### config.mk
export PLATFORM = sky130hd
export DESIGN_NAME = signed_byte_alu_mul_div
export DESIGN_NICKNAME = d
export VERILOG_FILES = /design/src/sbam_pkg.sv /design/src/sbam_prep.sv /design/src/sbam_cell.sv /design/src/sbam_post.sv /design/src/signed_byte_alu_mul_div.sv
export SDC_FILE = /design/constraint.sdc
export NUM_CORES = 1
export LEC_CHECK = 0
export BUFFER_PORTS_ARGS = -buffer_cell sky130_fd_sc_hd__buf_4
export CAP_MARGIN = 5
export CELL_PAD_IN_SITES_DETAIL_PLACEMENT = 1
export CELL_PAD_IN_SITES_GLOBAL_PLACEMENT = 1
export CORE_ASPECT_RATIO = 0.9
export CORE_MARGIN = 2
export CORE_UTILIZATION = 52
export CTS_CLUSTER_SIZE = 14
export DETAILED_ROUTE_END_ITERATION = 8
export GPL_TIMING_DRIVEN = 0
export PLACE_DENSITY_LB_ADDON = 0.1
export SETUP_SLACK_MARGIN = 0.05
export SLEW_MARGIN = 30
export SYNTH_ARGS = -nofsm -noshare
export SYNTH_HDL_FRONTEND = slang
export SYNTH_HIERARCHICAL = 1
export SYNTH_SLANG_ARGS = --single-unit
### constraint.sdc
create_clock -name clk -period 3.1 [get_ports clk]
set_input_delay 0.465 -clock clk [delete_from_list [all_inputs] [get_ports clk]]
set_output_delay 0.465 -clock clk [all_outputs]
set_load 0.01 [all_outputs]
### src/sbam_pkg.sv
// Shared types and constants for the signed ALU with multiply and divide.
`timescale 1ns / 1ps

package sbam_pkg;

  localparam int FUNC_W    = 3;
  localparam int DEF_WIDTH = 8;

  typedef enum logic [FUNC_W-1:0] {
    OP_ADD = 3'd0,
    OP_SUB = 3'd1,
    OP_MUL = 3'd2,
    OP_DIV = 3'd3,
    OP_MOD = 3'd4
  } op_t;

  // Per-beat control carried down the cell row.
  typedef struct packed {
    op_t  op;
    logic neg_a;
    logic neg_b;
    logic ovf;     // add/sub overflow, found at the front
  } ctl_t;

endpackage

### src/sbam_prep.sv
// Front stage: operand magnitudes, add/sub, and accumulator seed.
`timescale 1ns / 1ps

module sbam_prep import sbam_pkg::*; #(
  parameter int WIDTH = DEF_WIDTH
) (
  input  logic                 clk,
  input  logic                 rst_n,
  input  logic                 valid_i,
  input  logic [FUNC_W-1:0]    func_i,
  input  logic [WIDTH-1:0]     a_i,
  input  logic [WIDTH-1:0]     b_i,
  output logic                 ready_o,
  output logic                 valid_o,
  output ctl_t                 ctl_o,
  output logic [WIDTH-1:0]     ma_o,
  output logic [WIDTH-1:0]     mb_o,
  output logic [2*WIDTH-1:0]   acc_o,
  input  logic                 ready_i
);

  logic               valid_r, valid_nxt;
  logic               take;
  ctl_t               ctl_r, ctl_nxt;
  logic [WIDTH-1:0]   ma_r, mb_r, ma_nxt, mb_nxt;
  logic [2*WIDTH-1:0] acc_r, acc_nxt;
  logic [WIDTH:0]     sum, diff;

  assign ready_o   = !valid_r || ready_i;
  assign take      = valid_i && ready_o;
  assign valid_nxt = take || (valid_r && !ready_i);

  always_comb begin
    ctl_nxt.op    = op_t'(func_i);
    ctl_nxt.neg_a = a_i[WIDTH-1];
    ctl_nxt.neg_b = b_i[WIDTH-1];
    ctl_nxt.ovf   = 1'b0;
    ma_nxt = a_i[WIDTH-1] ? -a_i : a_i;
    mb_nxt = b_i[WIDTH-1] ? -b_i : b_i;
    sum    = {a_i[WIDTH-1], a_i} + {b_i[WIDTH-1], b_i};
    diff   = {a_i[WIDTH-1], a_i} - {b_i[WIDTH-1], b_i};
    acc_nxt = '0;
    case (ctl_nxt.op)
      OP_ADD: begin
        acc_nxt     = {{WIDTH{1'b0}}, sum[WIDTH-1:0]};
        ctl_nxt.ovf = sum[WIDTH] ^ sum[WIDTH-1];
      end
      OP_SUB: begin
        acc_nxt     = {{WIDTH{1'b0}}, diff[WIDTH-1:0]};
        ctl_nxt.ovf = diff[WIDTH] ^ diff[WIDTH-1];
      end
      // divide seeds {remainder, dividend}
      OP_DIV, OP_MOD: acc_nxt = {{WIDTH{1'b0}}, ma_nxt};
      default: acc_nxt = '0;
    endcase
  end

  always_ff @(posedge clk) begin
    if (!rst_n) begin
      valid_r <= 1'b0;
    end else begin
      valid_r <= valid_nxt;
    end
  end

  always_ff @(posedge clk) begin
    if (take) begin
      ctl_r <= ctl_nxt;
      ma_r  <= ma_nxt;
      mb_r  <= mb_nxt;
      acc_r <= acc_nxt;
    end
  end

  assign valid_o = valid_r;
  assign ctl_o   = ctl_r;
  assign ma_o    = ma_r;
  assign mb_o    = mb_r;
  assign acc_o   = acc_r;

endmodule

### src/sbam_cell.sv
// One cell of the row: a shift-add multiply step and a restoring divide step.
`timescale 1ns / 1ps

module sbam_cell import sbam_pkg::*; #(
  parameter int WIDTH = DEF_WIDTH,
  parameter int STEP  = 0
) (
  input  logic                 clk,
  input  logic                 rst_n,
  input  logic                 valid_i,
  input  ctl_t                 ctl_i,
  input  logic [WIDTH-1:0]     ma_i,
  input  logic [WIDTH-1:0]     mb_i,
  input  logic [2*WIDTH-1:0]   acc_i,
  output logic                 ready_o,
  output logic                 valid_o,
  output ctl_t                 ctl_o,
  output logic [WIDTH-1:0]     ma_o,
  output logic [WIDTH-1:0]     mb_o,
  output logic [2*WIDTH-1:0]   acc_o,
  input  logic                 ready_i
);

  logic               valid_r, valid_nxt;
  logic               take;
  ctl_t               ctl_r;
  logic [WIDTH-1:0]   ma_r, mb_r;
  logic [2*WIDTH-1:0] acc_r, acc_nxt;
  logic [2*WIDTH-1:0] ma_ext;
  logic [WIDTH-1:0]   rem_sh;
  logic [WIDTH:0]     trial;

  assign ready_o   = !valid_r || ready_i;
  assign take      = valid_i && ready_o;
  assign valid_nxt = take || (valid_r && !ready_i);

  always_comb begin
    ma_ext = {{WIDTH{1'b0}}, ma_i};
    // remainder stays below the divisor, so its top bit is always clear
    rem_sh = {acc_i[2*WIDTH-2:WIDTH], acc_i[WIDTH-1]};
    trial  = {1'b0, rem_sh} - {1'b0, mb_i};
    acc_nxt = acc_i;
    if (ctl_i.op == OP_MUL) begin
      if (mb_i[STEP]) begin
        acc_nxt = acc_i + (ma_ext << STEP);
      end
    end else if (ctl_i.op inside {OP_DIV, OP_MOD}) begin
      if (trial[WIDTH]) begin
        acc_nxt = {rem_sh, acc_i[WIDTH-2:0], 1'b0};
      end else begin
        acc_nxt = {trial[WIDTH-1:0], acc_i[WIDTH-2:0], 1'b1};
      end
    end
  end

  always_ff @(posedge clk) begin
    if (!rst_n) begin
      valid_r <= 1'b0;
    end else begin
      valid_r <= valid_nxt;
    end
  end

  always_ff @(posedge clk) begin
    if (take) begin
      ctl_r <= ctl_i;
      ma_r  <= ma_i;
      mb_r  <= mb_i;
      acc_r <= acc_nxt;
    end
  end

  assign valid_o = valid_r;
  assign ctl_o   = ctl_r;
  assign ma_o    = ma_r;
  assign mb_o    = mb_r;
  assign acc_o   = acc_r;

  a_rem_below_divisor: assert property (@(posedge clk) disable iff (!rst_n)
    valid_r && (ctl_r.op == OP_DIV || ctl_r.op == OP_MOD) && (mb_r != '0)
    |-> acc_r[2*WIDTH-1:WIDTH] < mb_r)
    else $error("remainder not below divisor");

endmodule

### src/sbam_post.sv
// Output stage: applies signs, flags overflow and zero divisor, holds the result.
`timescale 1ns / 1ps

module sbam_post import sbam_pkg::*; #(
  parameter int WIDTH = DEF_WIDTH
) (
  input  logic                 clk,
  input  logic                 rst_n,
  input  logic                 valid_i,
  input  ctl_t                 ctl_i,
  input  logic [WIDTH-1:0]     mb_i,
  input  logic [2*WIDTH-1:0]   acc_i,
  output logic                 ready_o,
  output logic                 valid_o,
  output logic [WIDTH-1:0]     result_o,
  output logic                 overflow_o,
  output logic                 dbz_o,
  input  logic                 stall_i
);

  localparam logic [2*WIDTH-1:0] HALF = (2*WIDTH)'(1) << (WIDTH-1);

  logic             valid_r, valid_nxt;
  logic             take;
  logic [WIDTH-1:0] result_r, result_nxt;
  logic             overflow_r, overflow_nxt;
  logic             dbz_r, dbz_nxt;
  logic             neg;
  logic [WIDTH-1:0] lo, hi;

  assign ready_o   = !valid_r || !stall_i;
  assign take      = valid_i && ready_o;
  assign valid_nxt = take || (valid_r && stall_i);

  always_comb begin
    neg = ctl_i.neg_a ^ ctl_i.neg_b;
    lo  = acc_i[WIDTH-1:0];
    hi  = acc_i[2*WIDTH-1:WIDTH];
    result_nxt   = '0;
    overflow_nxt = 1'b0;
    dbz_nxt      = 1'b0;
    case (ctl_i.op)
      OP_ADD, OP_SUB: begin
        result_nxt   = lo;
        overflow_nxt = ctl_i.ovf;
      end
      OP_MUL: begin
        result_nxt   = neg ? -lo : lo;
        // negative side reaches one further than positive
        overflow_nxt = neg ? (acc_i > HALF) : (|acc_i[2*WIDTH-1:WIDTH-1]);
      end
      OP_DIV: begin
        if (mb_i == '0) begin
          dbz_nxt = 1'b1;
        end else begin
          result_nxt   = neg ? -lo : lo;
          overflow_nxt = !neg && lo[WIDTH-1];
        end
      end
      OP_MOD: begin
        if (mb_i == '0) begin
          dbz_nxt = 1'b1;
        end else begin
          result_nxt = ctl_i.neg_a ? -hi : hi;
        end
      end
      default: begin
        result_nxt = '0;
      end
    endcase
  end

  always_ff @(posedge clk) begin
    if (!rst_n) begin
      valid_r <= 1'b0;
    end else begin
      valid_r <= valid_nxt;
    end
  end

  always_ff @(posedge clk) begin
    if (take) begin
      result_r   <= result_nxt;
      overflow_r <= overflow_nxt;
      dbz_r      <= dbz_nxt;
    end
  end

  assign valid_o    = valid_r;
  assign result_o   = result_r;
  assign overflow_o = overflow_r;
  assign dbz_o      = dbz_r;

endmodule

### src/signed_byte_alu_mul_div.sv
// Top level: signed ALU with add, subtract, multiply, divide and modulo.
//
// Input channel: in_valid / in_stall with in_func, in_operand_a, in_operand_b.
// A beat is taken on a rising edge with in_valid high and in_stall low.
// Output channel: out_valid / out_stall with out_result, out_overflow and
// out_divide_by_zero; one result beat for every input beat, in order.
// in_func: 0 add, 1 subtract, 2 multiply, 3 divide, 4 modulo; other codes
// give 0 with both flags clear. Results wrap to WIDTH bits.
// The datapath is a front stage, a row of WIDTH cells and an output register.
// Each cell does one bit of the shift-add multiply and one bit of the restoring
// divide.
// Throughput is one beat per cycle while out_stall is low; each stage holds one beat
// and moves on when the next stage is empty or emptying.
// When out_stall is high the output register holds its beat and the row keeps
// filling behind it until every stage is occupied, then in_stall rises.
// Synchronous reset empties every stage; no beat is in flight after reset.
`timescale 1ns / 1ps

module signed_byte_alu_mul_div import sbam_pkg::*; #(
  parameter int WIDTH = DEF_WIDTH
) (
  input  logic               clk,
  input  logic               rst_n,
  input  logic               in_valid,
  output logic               in_stall,
  input  logic [FUNC_W-1:0]  in_func,
  input  logic [WIDTH-1:0]   in_operand_a,
  input  logic [WIDTH-1:0]   in_operand_b,
  output logic               out_valid,
  input  logic               out_stall,
  output logic [WIDTH-1:0]   out_result,
  output logic               out_overflow,
  output logic               out_divide_by_zero
);

  // index k feeds cell k; index WIDTH feeds the output stage
  logic               valid_w [0:WIDTH];
  logic               ready_w [0:WIDTH];
  ctl_t               ctl_w   [0:WIDTH];
  logic [WIDTH-1:0]   ma_w    [0:WIDTH];
  logic [WIDTH-1:0]   mb_w    [0:WIDTH];
  logic [2*WIDTH-1:0] acc_w   [0:WIDTH];
  logic               prep_ready;

  assign in_stall = !prep_ready;

  sbam_prep #(.WIDTH(WIDTH)) u_prep (
    .clk     (clk),
    .rst_n   (rst_n),
    .valid_i (in_valid),
    .func_i  (in_func),
    .a_i     (in_operand_a),
    .b_i     (in_operand_b),
    .ready_o (prep_ready),
    .valid_o (valid_w[0]),
    .ctl_o   (ctl_w[0]),
    .ma_o    (ma_w[0]),
    .mb_o    (mb_w[0]),
    .acc_o   (acc_w[0]),
    .ready_i (ready_w[0])
  );

  for (genvar k = 0; k < WIDTH; k++) begin : g_cell
    sbam_cell #(.WIDTH(WIDTH), .STEP(k)) u_cell (
      .clk     (clk),
      .rst_n   (rst_n),
      .valid_i (valid_w[k]),
      .ctl_i   (ctl_w[k]),
      .ma_i    (ma_w[k]),
      .mb_i    (mb_w[k]),
      .acc_i   (acc_w[k]),
      .ready_o (ready_w[k]),
      .valid_o (valid_w[k+1]),
      .ctl_o   (ctl_w[k+1]),
      .ma_o    (ma_w[k+1]),
      .mb_o    (mb_w[k+1]),
      .acc_o   (acc_w[k+1]),
      .ready_i (ready_w[k+1])
    );
  end

  sbam_post #(.WIDTH(WIDTH)) u_post (
    .clk        (clk),
    .rst_n      (rst_n),
    .valid_i    (valid_w[WIDTH]),
    .ctl_i      (ctl_w[WIDTH]),
    .mb_i       (mb_w[WIDTH]),
    .acc_i      (acc_w[WIDTH]),
    .ready_o    (ready_w[WIDTH]),
    .valid_o    (out_valid),
    .result_o   (out_result),
    .overflow_o (out_overflow),
    .dbz_o      (out_divide_by_zero),
    .stall_i    (out_stall)
  );

  a_dbz_zero_result: assert property (@(posedge clk) disable iff (!rst_n)
    out_valid && out_divide_by_zero |-> (out_result == '0) && !out_overflow)
    else $error("zero divisor beat with nonzero result or overflow");

  a_empty_front_accepts: assert property (@(posedge clk) disable iff (!rst_n)
    !valid_w[0] |-> !in_stall)
    else $error("stall raised with empty front stage");

  a_accept_lands: assert property (@(posedge clk) disable iff (!rst_n)
    in_valid && !in_stall |=> valid_w[0])
    else $error("accepted beat lost at front stage");

  a_full_row_stalls: assert property (@(posedge clk) disable iff (!rst_n)
    out_valid && out_stall && valid_w[0] && valid_w[WIDTH] |-> !ready_w[WIDTH])
    else $error("output stage took a beat while stalled and full");

endmodule
==> results of run 1 <==
## cells in the final DEF, fill, tap and decap left out, drive strengths merged, types with 43 or more instances in the layout
master	count
edfxtp	336
nand2	171
nor2	150
ha	149
inv	140
a21oi	111
o21ai	97
clkbuf	73
buf	65
xnor2	62
nor3	54
o22ai	47
a211oi	43
nand2b	43
## registers in the layout (all words and copies together), names as in the netlist
| register | cells |
|---|---|
| g_cell.u_cell/valid_o | 8 |
| g_cell.u_cell/ctl_o | 48 |
| u_post/valid_o | 1 |
| u_post/dbz_o | 1 |
| u_prep/mb_o | 8 |
| u_post/overflow_o | 1 |
| u_post/result_o | 8 |
| u_prep/ctl_o | 6 |
| g_cell.u_cell/acc_o | 128 |
| u_prep/ma_o | 8 |
| u_prep/valid_o | 1 |
| g_cell.u_cell/mb_o | 64 |
| g_cell.u_cell/ma_o | 56 |
| u_prep/acc_o | 8 |
## cell type report
cell class,count,area (sq um),area share (%)
multi-input combinational,1464,10800,44.5
sequential,346,10300,42.5
clock buffer,52,1110,4.58
tap,547,684,2.83
inverter,141,529,2.19
timing repair buffer,42,410,1.70
buffer,44,265,1.10
clock inverter,19,131,0.543
## per-stage QoR
| stage | area (sq um) | hold WS, ns |
|---|---|---|
| floorplan | 21800 | 0.400 |
| global placement | 22700 | 0.403 |
| detailed placement | 22900 | 0.406 |
| CTS | 24200 | 0.0823 |
| global route | 24200 | 0.0973 |
| finish | 24200 | 0.105 |
## worst paths after layout
| check | startpoint | to | slack (ns) |
|---|---|---|---|
| worst min-delay path | in_func[2] | u_prep/ctl_o[5]$_DFFE_PP_ | 0.11 |
| worst max-delay path | u_post/valid_o$_SDFF_PN0_ | in_stall | 0.18 |
| worst min register to register | g_cell[6].u_cell/ctl_o[0]$_DFFE_PP_ | g_cell[7].u_cell/ctl_o[0]$_DFFE_PP_ | 0.41 |
| worst max register to register | g_cell[4].u_cell/mb_o[0]$_DFFE_PP_ | g_cell[5].u_cell/acc_o[11]$_DFFE_PP_ | 0.19 |
## where the power goes
group          switching, mW  internal [mW]  leakage [nW]
clock                   1.92           2.61         0.614
combinational          0.566          0.401          5.45
sequential            0.0771           5.19          3.13
total                   2.57           8.20          9.20
## routing by layer
layer / up-vias / GRT usage, % / share of wire [%]
met5: - / 0 / 0
met4: 0 / 8.72 / 2.8
met3: 108 / 3.84 / 3.4
met2: 283 / 46.5 / 50
met1: 8043 / 33.9 / 44
li1: 7739 / - / -
## repair_timing
action,4_1_cts,5_1_grt
setup buffers,0,1
cloned,0,0
resized for setup,8,2
setup endpoints to repair,1,1
pin swaps,0,0
## worst max-delay path, stage by stage, from the launching register on
cell	delay, ns
dfxtp_2	0.33
nand2_1	0.08
nand2b_4	0.15
nand2b_4	0.15
nand2b_4	0.14
nand2b_4	0.15
nand2b_4	0.15
nand2b_4	0.14
nand2b_4	0.15
nand2b_4	0.14
nand2b_4	0.14
inv_1	0.06
buf_4	0.11
==> reports/results.txt, run 1 <==
For this design the static power due to leakage is 9.20 nW. The final net count was 2,269. TritonCTS built the clock tree. The horizontal extent of the die is 220 um, and the max-cap check violation count is 0. The logs give 2.46 ns for the data arrival time of the critical path and 33 for the maximum number of pins on one net before global-route repair. The Yosys step of the flow raised 6 warnings.

The worst setup path is captured at an output port. At the worst endpoint, the required time is 2.63 ns. The final critical-path required period is 2.92 ns.

The cell sitting at the root of the clock tree is a clkbuf_16. For the via count, the log shows 16,200. At the end of routability-driven placement, the weighted congestion stood at 0.870. Across the routed clock network, the largest skew measured is 0.0232 ns. In this run the vertical extent of the chip is 198 um.

After clock tree synthesis, the clock-pin slew on the worst setup and hold paths is 0.06 ns. Global routing used 26.6% of the available tracks. The die covers 43,500 sq um. The number of cells on the worst hold path was 1; the residual antenna-violating net count after detailed routing was 0.

The buffer depth of the longest clock path came out at 3. The critical path is of the reg -> out type. 35 I/O pins were placed. After layout, the design draws a total of 10.8 mW. The headroom to the max-slew limit is 50.3%, and the maximum fanout encountered on the critical timing path is 3. The flow ran to the end, and the final reports show no timing, DRC or antenna violations. For the max-slew violation count, the log shows 0. Setup repair after global routing left no endpoint under its margin. The initial core utilization is 52.3%.

Adding up every negative setup slack in the final design gives 0 ns. The first global-routing pass estimated 91,100 um of wire. The slew at the pin closest to its max-slew limit is 0.725 ns.

The total overflow left after global routing is 0. The total wirelength of the detailed-routed design is 57,500 um, and the cell count of the worst reg-to-reg path is 8. The area added between synthesis and finish is 11.3%. The clock sink count came out at 346. Timing analysis after detailed placement gives a worst setup slack of 0.0591 ns. CTS H-tree depth: 2.

The final critical path takes up 94.3% of the cycle. The run gives 21,800 sq um as the cell area after technology mapping. Setup slack on the critical path of the routed design comes to 0.177 ns. For this run, the top clock speed supported by timing is 0.342 GHz.

After filler insertion, the fill cell instance count of the layout stands at 4,422. The number of clock buffers inserted by TritonCTS came out at 40. The initial antenna violation count was 0; the post-synthesis average cell area was 10.9 sq um. The tools report the total number of placement rows as 71. Including well taps, the total number of placed cells is 2,583. The later pin in the worst-skew pair is clocked with a latency of 0.57 ns. Startpoint type of the worst setup path: a flip-flop. The count of endpoints failing setup in the final report came out at 0. The run gives 41,600 sq um as the area inside the core boundary. In the synthesized netlist, the number of instances is 1,988. For the peak supply drop, the log shows 0.000422 V. The DRC violation count after routing came out at 0. In the routed layout, each cell is associated on average with a via count of 6.09. The run gives 58.2% as the share of the core filled with cells.

The number of iterations in the first detailed-routing pass was 5; the number of input and output port buffers inserted was 34. The run gives 16,800 as the via count of the first global-routing pass. The count of cells in the finished layout, fillers not included, comes to 2,655. The final number of hold-violating endpoints is 0, and the quantity of hold-fixing buffers added after cts is 0. The total power divided by cell area is 445 nW/um^2, and the average wire per cell in the routed design is 21.7 um.

Path class of the lowest-slack min-delay path: in -> reg. The fraction of layout instances using a drive strength above 1 is 11.4%. The DRC violation total after the first TritonRoute iteration was 1,178; the placed wire-length estimate was 44,400 um.

0 antenna diodes ended up in the layout.
(Power assumes the default switching activity.)
==> inputs of run 2 (changes only) <==
--- a/config.mk
+++ b/config.mk
@@ -16,6 +16,7 @@
 export DETAILED_ROUTE_END_ITERATION = 8
 export GPL_TIMING_DRIVEN = 0
 export PLACE_DENSITY_LB_ADDON = 0.1
+export REMOVE_ABC_BUFFERS = 1
 export SETUP_SLACK_MARGIN = 0.05
 export SLEW_MARGIN = 30
 export SYNTH_ARGS = -nofsm -noshare
==> run 2 against run 1 <==
Total power fell by 0.93%. First-iteration DRC count shrank 8.6%. Maximum frequency rose by 0.22%. Combinational power is 3.6% lower. Worst setup slack gained 0.0064 ns. Cell area decreased by 1.0%. Register-to-register slack improved by 0.03 ns. Sequential cell count unchanged.
==> reports/results.txt, run 2 (same netlist as run 1, synthesis figures left out) <==
The run gives 0 (unchanged) as the DRC violation count after routing. The final critical-path setup slack came out at 0.184 ns (+0.00639 ns). The fraction of layout instances using a drive strength above 1 is 10.8% (-0.54 points).

The total number of placement rows is 71 (unchanged), and the area added between synthesis and finish is 10.1%. The max-slew violation count came out at 0 (unchanged). The path class of the lowest-slack min-delay path is in -> reg.

The number of flip-flops under the largest register name was 128 (unchanged). The area of combinational cells with multiple inputs is 10,800 sq um (+0.46%). The delay of the slowest cell on the worst path was 0.34 ns (about the same).

The tools report the I/O pin count as 35 (unchanged). For the initial antenna violation count, the log shows 0 (unchanged). STA classifies the critical path endpoint as an output port.

In this design, the critical path's most frequently occurring cell is nand2b_4. The die area is 43,500 sq um (unchanged), and the clock sink count is 346 (unchanged). The signal on the critical path passes through nand2_1 -> nand2b_4 -> nand2b_4 -> nand2b_4 -> nand2b_4 -> nand2b_4 -> nand2b_4 -> nand2b_4 -> nand2b_4 -> nand2b_4 -> inv_1 -> buf_4. The horizontal extent of the die was 220 um (unchanged); the number of cells in the design after placement was 2,540 (-1.7%). The run gives 43.0% (-7.2 points) as the headroom to the max-slew limit.

The residual antenna-violating net count after detailed routing is 0 (unchanged), and the final critical-path required period is 2.92 ns (-0.00639 ns). The total power is 10.7 mW (-0.93%), and the clock-pin slew reported for the worst setup and hold paths after clock tree synthesis is 0.06 ns (about the same). The number of iterations in the first detailed-routing pass is 5 (unchanged). Setup repair after global routing could not meet its margin everywhere.

The kind of critical path was reg -> out. TritonCTS built the clock tree. The required time of the critical path was 2.63 ns (about the same); the buffer depth of the longest clock path was 3 (unchanged).

The overall overflow remaining after global route is 0 (unchanged), and the global-route wire length before repair is 91,000 um (about the same). Global placement routability congestion: 0.897 (+3.2%). The CTS H-tree depth was 2 (unchanged). The total power divided by cell area was 445 nW/um^2 (about the same); the static leakage power was 9.05 nW (-1.6%).

The DRC violation total after the first TritonRoute iteration was 1,077 (-8.6%). The library cells used most frequently in the layout, excluding fill and tap cells, are 336 x edfxtp_1, 169 x nand2_1, 149 x nor2_1, 149 x ha_1, 140 x inv_1. The logs give 41,600 sq um (unchanged) for the area inside the core boundary and 2.45 ns (about the same) for the data arrival time of the critical path. Peak supply drop: 0.000454 V (+7.5%).

The share of the core filled with cells was 57.6% (-0.58 points). The tools report the worst setup slack before clock tree synthesis as 0.109 ns (+0.0501 ns). The max-cap check violation count came out at 0 (unchanged). CTS placed an instance of clkbuf_16 at the clock tree root.

Broken down by cell family, the worst path's largest delay share belongs to simple AND/OR/NAND/NOR gates. The final antenna diode count came out at 0 (unchanged). The via count was 16,200 (+0.074%); the buffers plus inverters on the worst setup path was 2 (unchanged).

The run gives 0.343 GHz (+0.22%) as the highest achievable clock rate. The maximum fanout encountered on the critical timing path was 3 (unchanged); the maximum number of pins on one net before global-route repair was 33 (unchanged). The via count of the first global-routing pass was 16,900 (+0.77%). Slew at the pin closest to its max-slew limit: 0.855 ns (+0.129 ns). The sum of negative setup slack was 0 ns (unchanged); the latest clock arrival within the worst-skew pair was 0.57 ns (about the same). The run finished with clean final reports.

For this design, the slowest cell found on the critical path is dfxtp_2. The number of input and output port buffers inserted is 34 (unchanged). Area taken by flip-flops and latches: 10,300 sq um (unchanged).

For the final net count, the log shows 2,224 (-2.0%). The final number of hold-violating endpoints was 0 (unchanged); the clock skew was 0.0240 ns (+0.000770 ns). The run gives 2,612 (-1.6%) as the count of placed standard cells in the final layout, fillers left out. Global-route usage over all layers: 26.6% (-0.055 points). STA classifies the critical path startpoint as a flip-flop. The total wirelength of the detailed-routed design was 57,000 um (-0.96%). The height of the chip is 198 um (unchanged), and the initial core utilization is 52.3% (unchanged).

The average wire per cell in the routed design came out at 21.8 um (+0.67%). For the number of fill cells, the log shows 4,409 (-0.29%). For the placed wire-length estimate, the log shows 43,400 um (-2.3%). Leaving out fill and tap cells, the most frequent cell in the layout is edfxtp_1.

The number of vias per cell after detailed routing was 6.20 (+1.7%). The number of clock buffers inserted by TritonCTS is 39 (-2.5%), and the share of the clock period used by the worst path after layout is 94.1% (-0.21 points). Count of endpoints failing setup in the final report: 0 (unchanged).
-- run 2: cell count changes in the layout (fill, tap and decap cells not counted), sizes merged --
cell / change
clkbuf: -22
clkinv: -3
bufinv: +1
inv: +4
buf: -23
-- run 2: through the flow --
| step | area (sq um) | hold slack [ns] |
|---|---|---|
| 3_3_place_gp | 22500 | 0.402 |
| 4_1_cts | 23900 | 0.106 |
| 3_5_place_dp | 22600 | 0.405 |
| 6_report | 24000 | 0.127 |
| 5_1_grt | 24000 | 0.108 |
| 2_1_floorplan | 21500 | 0.400 |
-- run 2: worst paths after layout --
kind | end | slack (ns) | from | cells after the start
worst min register to register | g_cell[7].u_cell/ctl_o[0]$_DFFE_PP_ | 0.42 | g_cell[6].u_cell/ctl_o[0]$_DFFE_PP_ | 0
worst max register to register | g_cell[5].u_cell/acc_o[11]$_DFFE_PP_ | 0.22 | g_cell[4].u_cell/mb_o[0]$_DFFE_PP_ | 8
worst max-delay path | in_stall | 0.18 | u_post/valid_o$_SDFF_PN0_ | 12
worst min-delay path | u_prep/ma_o[0]$_DFFE_PP_ | 0.13 | in_operand_a[0] | 1
-- run 2: timing repair --
action | 4_1_cts | 5_1_grt
gates cloned | 0 | 0
hold endpoints to repair | 0 | 0
resized for setup | 8 | 3
buffers inserted | 0 | 0
setup endpoints to repair | 1 | 2
hold buffers | 0 | 0
-- run 2: routing by layer --
metal	global-route usage (%)	share of wire, %	vias up
met3	3.43	3.4	87
li1	-	-	7636
met5	0	0	-
met4	7.56	2.5	0
met2	47.5	51	292
met1	33.7	43	8170
-- run 2: report_power, final --
group / switching [mW] / total [mW] / internal, mW
registers: 0.0770 / 5.27 / 5.19
clock network: 1.92 / 4.46 / 2.54
logic: 0.547 / 0.932 / 0.385
total: 2.55 / 10.7 / 8.12
-- run 2: cell type report --
class,count,share of cell area (%)
clock buffers,51,4.30
clock inverters,21,0.789
inverters,141,2.21
multi-input cells,1464,45.2
flip-flops and latches,346,43.0
well taps,547,2.86
repair buffers,42,1.68
==> inputs of run 3 (changes only) <==
==> constraint.sdc (replaced) <==
create_clock -name clk -period 2.9 [get_ports clk]
set_input_delay 0.435 -clock clk [delete_from_list [all_inputs] [get_ports clk]]
set_output_delay 0.435 -clock clk [all_outputs]
set_load 0.01 [all_outputs]
==> run 3 against run 2 <==
Sequential share of layout area shrank 0.34 points. Sequential cell count is the same. Largest power group unchanged. Register-to-register slack lost 0.05 ns. Hold slack lost 0.030 ns. Critical path type unchanged. Worst setup slack lost 0.11 ns. First-iteration DRC count grew 1.1%. Global-route usage is the same. Cell area grew 0.79%.
==> reports/results.txt, run 3 (same netlist as run 1, synthesis figures left out) <==
The tools report the count of endpoints failing setup in the final report as 0 (unchanged). The global-route usage over all layers was 26.6% (unchanged); the die area was 43,500 sq um (unchanged). The run gives 0.0967 ns (-0.0299 ns) as the worst-case hold slack.

The run gives 49.4% (about the same) as the proportion of power drawn by flip-flops and latches. The slowest stage of the critical path is the dfxtp_2 cell. CTS placed an instance of clkbuf_16 at the clock tree root. The library cells used most frequently in the layout, excluding fill and tap cells, are 336 x edfxtp_1, 168 x nand2_1, 149 x ha_1. The final net count was 2,237 (+0.58%). Area inside the core boundary: 41,600 sq um (unchanged). The run gives 0 (unchanged) as the max-slew violation count. In this run the worst hold path is classified as in -> reg. The total number of placement rows is 71 (unchanged).

The tools report the residual antenna-violating net count after detailed routing as 0 (unchanged). The area added between synthesis and finish was 11.0%; the delay of the slowest cell on the worst path was 0.34 ns (about the same). The run gives 16,900 (+0.059%) as the via count of the first global-routing pass. For the global placement routability congestion, the log shows 0.897 (unchanged). The clock sink count is 346 (unchanged), and the I/O pin count is 35 (unchanged).

The final antenna diode count is 0 (unchanged), and the number of vias per cell after detailed routing is 6.21 (+0.22%). The run gives 7 (+2) as the number of iterations in the first detailed-routing pass. Setup repair after global routing could not meet its margin everywhere. The critical path goes through nand2_2 -> nand2b_4 -> nand2b_4 -> nand2b_4 -> nand2b_4 -> nand2b_4 -> nand2b_4 -> nand2b_4 -> nand2b_4 -> nand2b_4 -> inv_2 -> buf_6. The CTS H-tree depth was 2 (unchanged); the number of input and output port buffers inserted was 34 (unchanged).

The flow ran to the end, and the final reports show no timing, DRC or antenna violations. The initial antenna violation count is 0 (unchanged), and the fraction of layout instances using a drive strength above 1 is 11.9% (+1.0 points). For the number of fill cells, the log shows 4,399 (-0.23%). The share of total power in the clock network is 41.8% (about the same), and the number of flip-flops under the largest register name is 128 (unchanged). The fraction of power spent switching nets is 23.8% (-0.027 points), and the DRC violation count after routing is 0 (unchanged). The sum of negative setup slack came out at 0 ns (unchanged). The initial core utilization is 52.3% (unchanged), and the slew at the pin closest to its max-slew limit is 0.838 ns (-0.0169 ns). The run gives 2.40 ns (-0.05 ns) as the data arrival time of the critical path. The max-cap check violation count came out at 0 (unchanged). The required time of the critical path is 2.47 ns (-0.16 ns). The total power is 11.4 mW (+6.9%), and the headroom to the max-slew limit is 44.1% (+1.1 points).

Reg2reg setup slack: 0.17 ns (-0.05 ns). TritonCTS built the clock tree. The tools report the DRC violation total after the first TritonRoute iteration as 1,089 (+1.1%). The horizontal extent of the die was 220 um (unchanged). Height of the chip: 198 um (unchanged). For the final number of hold-violating endpoints, the log shows 0 (unchanged). The number of clock buffers inserted by TritonCTS came out at 39 (unchanged). Total wirelength of the detailed-routed design: 57,300 um (+0.52%). The maximum fanout encountered on the critical timing path is 3 (unchanged), and the via count is 16,300 (+0.72%). Net switching power: 2.72 mW (+6.8%).

Share of the clock period used by the worst path after layout: 97.6%. The kind of critical path is reg -> out. The clock skew is 0.0229 ns (-0.00113 ns).

The dominant cell type by count on the critical path was nand2b_4. The category of the worst setup path capture point was an output port. The clock-pin slew reported for the worst setup and hold paths after clock tree synthesis was 0.06 ns (about the same). The leading cell type in the layout, fill and taps excluded is edfxtp_1.

The tools report the peak supply drop as 0.000483 V (+6.4%). The run gives 0 (unchanged) as the overall overflow remaining after global route. Total power divided by cell area: 472 nW/um^2 (+6.1%). Average wire per cell in the routed design: 21.8 um (about the same). Global-route wire length before repair: 91,000 um (about the same).

For the static leakage power, the log shows 9.12 nW (+0.83%). STA classifies the critical path startpoint as a flip-flop. Placed wire-length estimate: 43,400 um (unchanged). The latest clock arrival within the worst-skew pair is 0.57 ns (about the same), and the final critical-path required period is 2.83 ns. The number of cells on the worst hold path is 1 (unchanged), and the cell count of the worst reg-to-reg path is 9 (+1).

The buffer depth of the longest clock path was 3 (unchanged); the internal power consumption was 8.68 mW (+7.0%). The maximum number of pins on one net before global-route repair is 33 (unchanged). Static timing analysis puts the maximum clock frequency at 0.353 GHz.

The combinational fraction of design power was 8.9% (+0.2 points).
run 3: final cells by class:
class / instances / area, sq um / area share, %
multi-input cells: 1464 / 10900 / 45.2
flip-flops and latches: 346 / 10300 / 42.6
clock buffers: 51 / 1030 / 4.27
well taps: 547 / 684 / 2.83
inverters: 141 / 529 / 2.19
repair buffers: 55 / 504 / 2.09
clock inverters: 21 / 189 / 0.783
run 3: power by group through the flow:
stage               logic [mW]  registers [mW]  clock network [mW]
global route              1.13            5.63                5.06
detailed placement       0.970            5.73                   0
global placement         0.925            5.73                   0
floorplan                0.725            5.69                   0
finish                    1.01            5.63                4.76
CTS                      0.981            5.63                4.88
run 3: final timing paths:
kind,to,from
worst max-delay path,in_stall,u_post/valid_o$_SDFF_PN0_
worst min-delay path,u_prep/ma_o[0]$_DFFE_PP_,in_operand_a[0]
worst max register to register,g_cell[7].u_cell/acc_o[14]$_DFFE_PP_,g_cell[6].u_cell/acc_o[7]$_DFFE_PP_
worst min register to register,g_cell[7].u_cell/ctl_o[0]$_DFFE_PP_,g_cell[6].u_cell/ctl_o[0]$_DFFE_PP_
run 3: metrics by stage:
stage / cell area (sq um) / setup slack, ns / instances / utilization, %
global placement: 22500 / -0.394 / 2532 / 54.0
finish: 24100 / 0.0691 / 2625 / 58.1
CTS: 23900 / -0.0105 / 2612 / 57.6
detailed placement: 22600 / -0.0608 / 2540 / 54.5
floorplan: 21500 / 0.170 / 1951 / -
global route: 24100 / -0.0491 / 2625 / 58.1
run 3: per-layer routing:
metal / GRT usage (%) / vias up / routed length [um]
met3: 3.43 / 91 / 1920
met5: 0 / - / 0
li1: - / 7675 / -
met1: 33.7 / 8229 / 24700
met4: 7.56 / 0 / 1480
met2: 47.5 / 307 / 29200
run 3: what timing repair did:
action | CTS | global route
resized for setup | 13 | 16
hold buffers | 0 | 0
buffers inserted | 0 | 13
endpoints found under the setup margin | 36 | 17
pin swaps | 0 | 3
run 3: critical path, delay by kind of cell, from the launching register on:
family / cells / cell delay, ns
buf+inv: 2 / 0.14
flops: 1 / 0.34
simple gates: 10 / 1.35
